`src/mtg_pkg.sv`:
```
// package: constants, types and word functions of the mt19937 generator
`timescale 1ns / 1ps

package mtg_pkg;

    localparam int WORD_W    = 32;
    localparam int N_WORDS   = 624;
    localparam int M_OFFSET  = 397;
    localparam int MAX_TRIES = 2 * N_WORDS + 1;
    localparam int IDX_W     = $clog2(N_WORDS);
    localparam int CNT_W     = $clog2(MAX_TRIES + 1);

    localparam logic [WORD_W-1:0] MATRIX_A  = 32'h9908b0df;
    localparam logic [WORD_W-1:0] UPPER     = 32'h80000000;
    localparam logic [WORD_W-1:0] LOWER     = 32'h7fffffff;
    localparam logic [WORD_W-1:0] TEMPER_B  = 32'h9d2c5680;
    localparam logic [WORD_W-1:0] TEMPER_C  = 32'hefc60000;
    localparam logic [WORD_W-1:0] SEED_MULT = 32'd1812433253;

    typedef logic [WORD_W-1:0] t_word;

    typedef enum logic [1:0] {
        ST_IDLE,
        ST_SEED,
        ST_DRAW
    } t_state;

    // recurrence step: upper bit of head, lower bits of next, xor with far word
    function automatic t_word mix_pair(t_word hi_word, t_word lo_word, t_word far_word);
        t_word y;
        t_word r;
        y = (hi_word & UPPER) | (lo_word & LOWER);
        r = far_word ^ (y >> 1);
        if (y[0]) begin
            r = r ^ MATRIX_A;
        end
        return r;
    endfunction

    function automatic t_word temper(t_word w);
        t_word y;
        y = w;
        y = y ^ (y >> 11);
        y = y ^ ((y << 7) & TEMPER_B);
        y = y ^ ((y << 15) & TEMPER_C);
        y = y ^ (y >> 18);
        return y;
    endfunction

endpackage

```
`src/mtg_feedback.sv`:
```
// feedback logic: twist word, tempered output and seeding recurrence
`timescale 1ns / 1ps

module mtg_feedback (
    input  mtg_pkg::t_word           i_head,
    input  mtg_pkg::t_word           i_next,
    input  mtg_pkg::t_word           i_far,
    input  mtg_pkg::t_word           i_tail,
    input  logic [mtg_pkg::IDX_W-1:0] i_index,
    output mtg_pkg::t_word           o_twist,
    output mtg_pkg::t_word           o_tempered,
    output mtg_pkg::t_word           o_seed
);
    import mtg_pkg::*;

    t_word w_mixed;

    assign w_mixed    = i_tail ^ (i_tail >> 30);
    assign o_twist    = mix_pair(i_head, i_next, i_far);
    assign o_tempered = temper(o_twist);
    // low half of the product only, then add the word index
    assign o_seed     = (SEED_MULT * w_mixed) + WORD_W'(i_index);

endmodule
```
`config.mk`:
```
export PLATFORM = sky130hd
export DESIGN_NAME = mtg_feedback
export DESIGN_NICKNAME = d
export VERILOG_FILES = /design/src/mtg_pkg.sv /design/src/mtg_feedback.sv
export SDC_FILE = /design/constraint.sdc
export NUM_CORES = 1
export LEC_CHECK = 0
export BUFFER_PORTS_ARGS = -buffer_cell sky130_fd_sc_hd__buf_2
export CORE_MARGIN = 4
export CORE_UTILIZATION = 25
export DETAILED_ROUTE_END_ITERATION = 8
export GPL_TIMING_DRIVEN = 0
export PLACE_DENSITY = 0.55
export SLEW_MARGIN = 10
export SYNTH_ARGS = -nofsm -noshare
export SYNTH_HDL_FRONTEND = slang
export SYNTH_SLANG_ARGS = --single-unit
```
`constraint.sdc`:
```
create_clock -name vclk -period 8
set_input_delay 0.8 -clock vclk [all_inputs]
set_output_delay 0.8 -clock vclk [all_outputs]
set_load 0.01 [all_outputs]
```
==> results of run 1 <==
## final timing paths
kind / from / end / slack, ns / cells past startpoint
hold / removal: i_far[22] / o_twist[22] / 1.89 / 3
setup / recovery: i_tail[1] / o_seed[28] / 0.26 / 26
## cells in the final DEF, fill, tap and decap left out, types with 3 or more instances in the layout
cell type / count
clkbuf_4: 6
nor2_1: 15
o21ai_0: 8
buf_2: 196
o21a_1: 5
or3_1: 3
ha_1: 228
nor3_1: 7
xor2_4: 3
nand3_1: 3
fa_1: 151
nand2b_1: 4
nor3b_1: 4
inv_1: 253
xnor2_1: 115
o21ai_1: 5
a21o_1: 8
and2_1: 4
o21bai_1: 3
buf_4: 9
a211oi_1: 3
ha_2: 3
nand2_1: 10
a21oi_1: 13
nor2b_1: 5
xor2_1: 43
ha_4: 6
## tightest hold or removal path: stages
cell and delay [ns]:
buf_2 0.08, xor2_1 0.07, buf_2 0.14
## routing by layer
metal  share of wire (%)  GRT usage [%]  up-vias
met1                  46          15.62     3335
met4                0.73         0.9341        0
li1                    -              -     3381
met2                  49          20.34      103
met5                   0              0        -
met3                 3.7         0.8885       10
## area by class of cell
class                      count  area, um^2  share of cell area (%)
multi-input combinational    689        8508                   76.37
timing repair buffer         209        1084                   9.726
inverter                     254       953.4                   8.558
tap                          468       585.6                   5.256
buffer                         2       10.01                 0.08985
## repair_timing
action,CTS,global route
setup endpoints to repair,10,5
cloned,0,0
hold buffers,0,0
resized for setup,8,31
pin swaps,3,18
buffers inserted,5,3
hold endpoints to repair,0,0
## through the flow
stage	std cells	worst slack (ns)	util [%]	hold slack, ns
global placement	1614	-1.264	29.73	1.900
detailed placement	1614	-0.9608	29.75	1.897
finish	1622	0.2601	30.43	1.893
global route	1622	-0.02831	30.43	1.917
CTS	1619	0.04841	30.01	1.899
floorplan	945	0.1688	-	1.697
## cells by family after synthesis
family | after synthesis
AOI/OAI and AO/OA | 71
xor gates and xnor gates | 162
adders and majority gates | 389
buffers and inverters | 256
muxes | 1
and+or+nand+nor | 66
==> results.md, run 1 <==
* 1st-pass router iterations at 4
* Slew @ Worst Pin at 0.5802 ns
* Cell mode on critical path: fa_1
* # nets final at 1,683
* Worst slew margin at 61.32%
* Area of all placed cells without fillers at 0.01114 mm^2
* HPWL after DPL at 21,460 um
* Simple-gate share of the synthesized area at 3.703%
* Top cells by count, synth: 254 x inv_1, 237 x ha_1, 152 x fa_1
* Largest family of logic cells by synthesized area: adder cells
* Status: completed
* Placed standard-cell area at 0.01089 mm^2
* Crit path capture type: primary output
* # setup viols final at 0
* Number of global-route vias before repair at 7,409
* # DRC at 0
* Yosys warnings at 0
* Ant. Diodes at 0
* Antenna violations before repair at 0
* Largest delay share family, worst path: adder cells
* Tmin final at 7.740 ns
* Cell Area, Synth at 0.009291 mm^2
* Synth top area cells: fa_1 33%, ha_1 32%, xnor2_1 11%
* Drt initial violations at 131
* Remaining global-route overflow at 0
* Max Fclk at 0.1292 GHz
* Cell accounting for the most synthesized area: fa_1
* Hold Path Class: in -> out
* Fill cell count at 3,888
* Syn_nets at 1,472
* Worst path bufs/invs at 5
* Distinct cells, synth at 48
* Sequential share of the synthesized area at 0%
* Vias per cell at 4.210
* Core area at 0.03661 mm^2
* Global-route wire length before repair at 38,090 um
* GRT Total Usage at 11.35%
* Multiplexer share of the synthesized area at 0.1077%
* I/O Pins at 234
* Routed Antenna Nets at 0
* Syn Inst Count at 945
* # rows at 70
* Synth top area share at 32.75%
* Max FO, Critical Path at 6
* CP Launch Type: primary input
* CP Class: in -> out
* DR vias at 6,829
* Pins over their slew limit at 0
* Hold Vio Cnt, Final at 0
* Post-Syn Area per Cell at 9.832 um^2
* Most frequent cell after synthesis: inv_1
* Synth Area in Compound Gates at 5.804%
* Largest net degree at the start of global routing at 11
* Die H at 200.8 um
* Setup tns final at 0 ns
* Ratio of final minimum period to clock period at 96.75%
* Post-Synth Adder-Cell Area at 64.66%
* Xor-xnor portion of the synthesized cell area at 15.35%
* Die Wd at 200.8 um
* Worst path arrival time at 6.94 ns
* Die ar. at 0.04031 mm^2
* Routability congestion estimate at 0.8102
* Slowest-stage cell, CP: fa_1
* Clkbuf count at 0
* Seq cells at 0
* Share of cells above drive strength 1 at 21.06%
* Max Cap Violations at 0
* WL/cell at 14.46 um
* FF+latch area at 0 um^2
* Worst EP required at 7.20 ns
* Port-buffer cells at 201
* Area grow syn2layout at 19.90%
* Max incr delay on CP at 0.55 ns
* Initial Util at 25.38%
* Routed Wire Length at 23,450 um
Power of run 1 is not shown: default switching activity piles up to over one toggle a cycle in this logic, so the estimate is an artifact.
==> run 2, diff against run 1 <==
--- a/config.mk
+++ b/config.mk
@@ -11,6 +11,7 @@
 export DETAILED_ROUTE_END_ITERATION = 8
 export GPL_TIMING_DRIVEN = 0
 export PLACE_DENSITY = 0.55
+export RECOVER_POWER = 25
 export SLEW_MARGIN = 10
 export SYNTH_ARGS = -nofsm -noshare
 export SYNTH_HDL_FRONTEND = slang
==> run 2 against run 1 <==
Effect of this change: design area decreased by 0.33%; global-route usage stayed put; clock-buffer cell count did not move; critical path depth did not move; maximum frequency barely moved.
==> results.md, run 2 (synthesis gave the netlist of run 1 again) <==
* Area of all placed cells without fillers at 0.01110 mm^2
* Die H at 200.8 um
* # DRC at 0
* Vias per cell at 4.214
* Tmin final at 7.734 ns
* Pins over their slew limit at 0
* Core area at 0.03661 mm^2
* Max Fclk at 0.1293 GHz
* Max FO, Critical Path at 6
* Commonest non-fill, non-tap cells in the layout: 253 x inv_1, 228 x ha_1, 173 x buf_2
* Status: completed
* Area grow syn2layout at 19.51%
* Ratio of final minimum period to clock period at 96.67%
* Die Wd at 200.8 um
* I/O Pins at 234
* Drt initial violations at 114
* Largest net degree at the start of global routing at 11
* Worst path arrival time at 6.93 ns
* Hold Vio Cnt, Final at 0
* Crit. Startpoint: i_tail[1]
* Number of global-route vias before repair at 7,409
* # nets final at 1,683
* # setup viols final at 0
* Initial Util at 25.38%
* Crit path capture type: primary output
* Hold Crit Depth at 3
* 1st-pass router iterations at 4
* FF+latch area at 0 um^2
* Max Cap Violations at 0
* Hold_sp: i_far[22]
* Worst slew margin at 46.76%
* Fill cell count at 3,900
* Placed standard-cell area at 0.01089 mm^2
* DR vias at 6,835
* Hold Path Class: in -> out
* Worst EP required at 7.20 ns
* Routed Wire Length at 23,460 um
* Remaining global-route overflow at 0
* Most common cell after layout, fill and taps aside: inv_1
* # rows at 70
* Ant. Diodes at 0
* Antenna violations before repair at 0
* Global-route wire length before repair at 38,090 um
* CP Launch Type: primary input
* Port-buffer cells at 201
* Slew @ Worst Pin at 0.7985 ns
* GRT Total Usage at 11.35%
* Die ar. at 0.04031 mm^2
* Seq cells at 0
* CP Class: in -> out
* Routability congestion estimate at 0.8102
* Multi-input combinational cell area at 0.008501 mm^2
* Clkbuf count at 0
* WL/cell at 14.46 um
* WHS Endpoint: o_twist[22]
* Routed Antenna Nets at 0
* HPWL after DPL at 21,460 um
* Share of cells above drive strength 1 at 18.98%
run 2: layout make-up:
type                       count  area share [%]
multi-input combinational    689           76.55
timing repair buffer         209           9.521
inverter                     254           8.586
tap                          468           5.273
buffer                         2         0.06761
run 2: per-stage QoR:
stage | worst slack, ns | hold WS [ns] | instances | utilization, % | TNS (ns)
6_report | 0.2663 | 1.882 | 1622 | 30.33 | 0
5_1_grt | -0.02831 | 1.910 | 1622 | 30.33 | -0.02967
4_1_cts | 0.04841 | 1.899 | 1619 | 30.01 | 0
3_5_place_dp | -0.9608 | 1.897 | 1614 | 29.75 | -4.205
3_3_place_gp | -1.264 | 1.900 | 1614 | 29.73 | -6.721
2_1_floorplan | 0.1688 | 1.697 | 945 | - | 0
run 2: what timing repair did:
item / CTS / global route
pin swaps: 3 / 18
endpoints found under the setup margin: 10 / 5
hold buffers: 0 / 0
gates resized for setup: 8 / 31
setup buffers: 5 / 3
run 2: how the worst max path moves through the flow:
stage | to | slack (ns) | depth (start not counted)
after floorplan | o_seed[30] | 0.17 | 24
after detailed placement | o_seed[30] | -0.96 | 26
after CTS | o_seed[30] | 0.05 | 25
final | o_seed[28] | 0.27 | 26
after global routing | o_seed[28] | -0.03 | 26
after global placement | o_seed[30] | -1.26 | 26
run 2: worst max-delay path, cell delays in order:
cell,delay (ns)
clkbuf_4,0.15
xor2_4,0.31
and2_4,0.21
nor2_2,0.05
ha_1,0.17
or2_4,0.26
ha_4,0.22
fa_1,0.55
ha_2,0.18
fa_1,0.42
fa_1,0.46
fa_1,0.49
inv_1,0.05
fa_1,0.47
inv_1,0.06
ha_4,0.24
a21o_1,0.16
a21o_1,0.17
a221o_1,0.33
a22o_1,0.24
a2111oi_4,0.34
buf_4,0.17
nor3b_1,0.04
nor2_1,0.13
xnor2_1,0.12
buf_2,0.14
run 2: layer usage:
metal  vias to the layer above  share of wire (%)  track usage [%]
met4                         0               0.73           0.9341
met3                        10                3.4           0.8885
met1                      3341                 46            15.62
li1                       3381                  -                -
met2                       103                 50            20.34
met5                         -                  0                0
Power of run 2 is left out for the same reason.
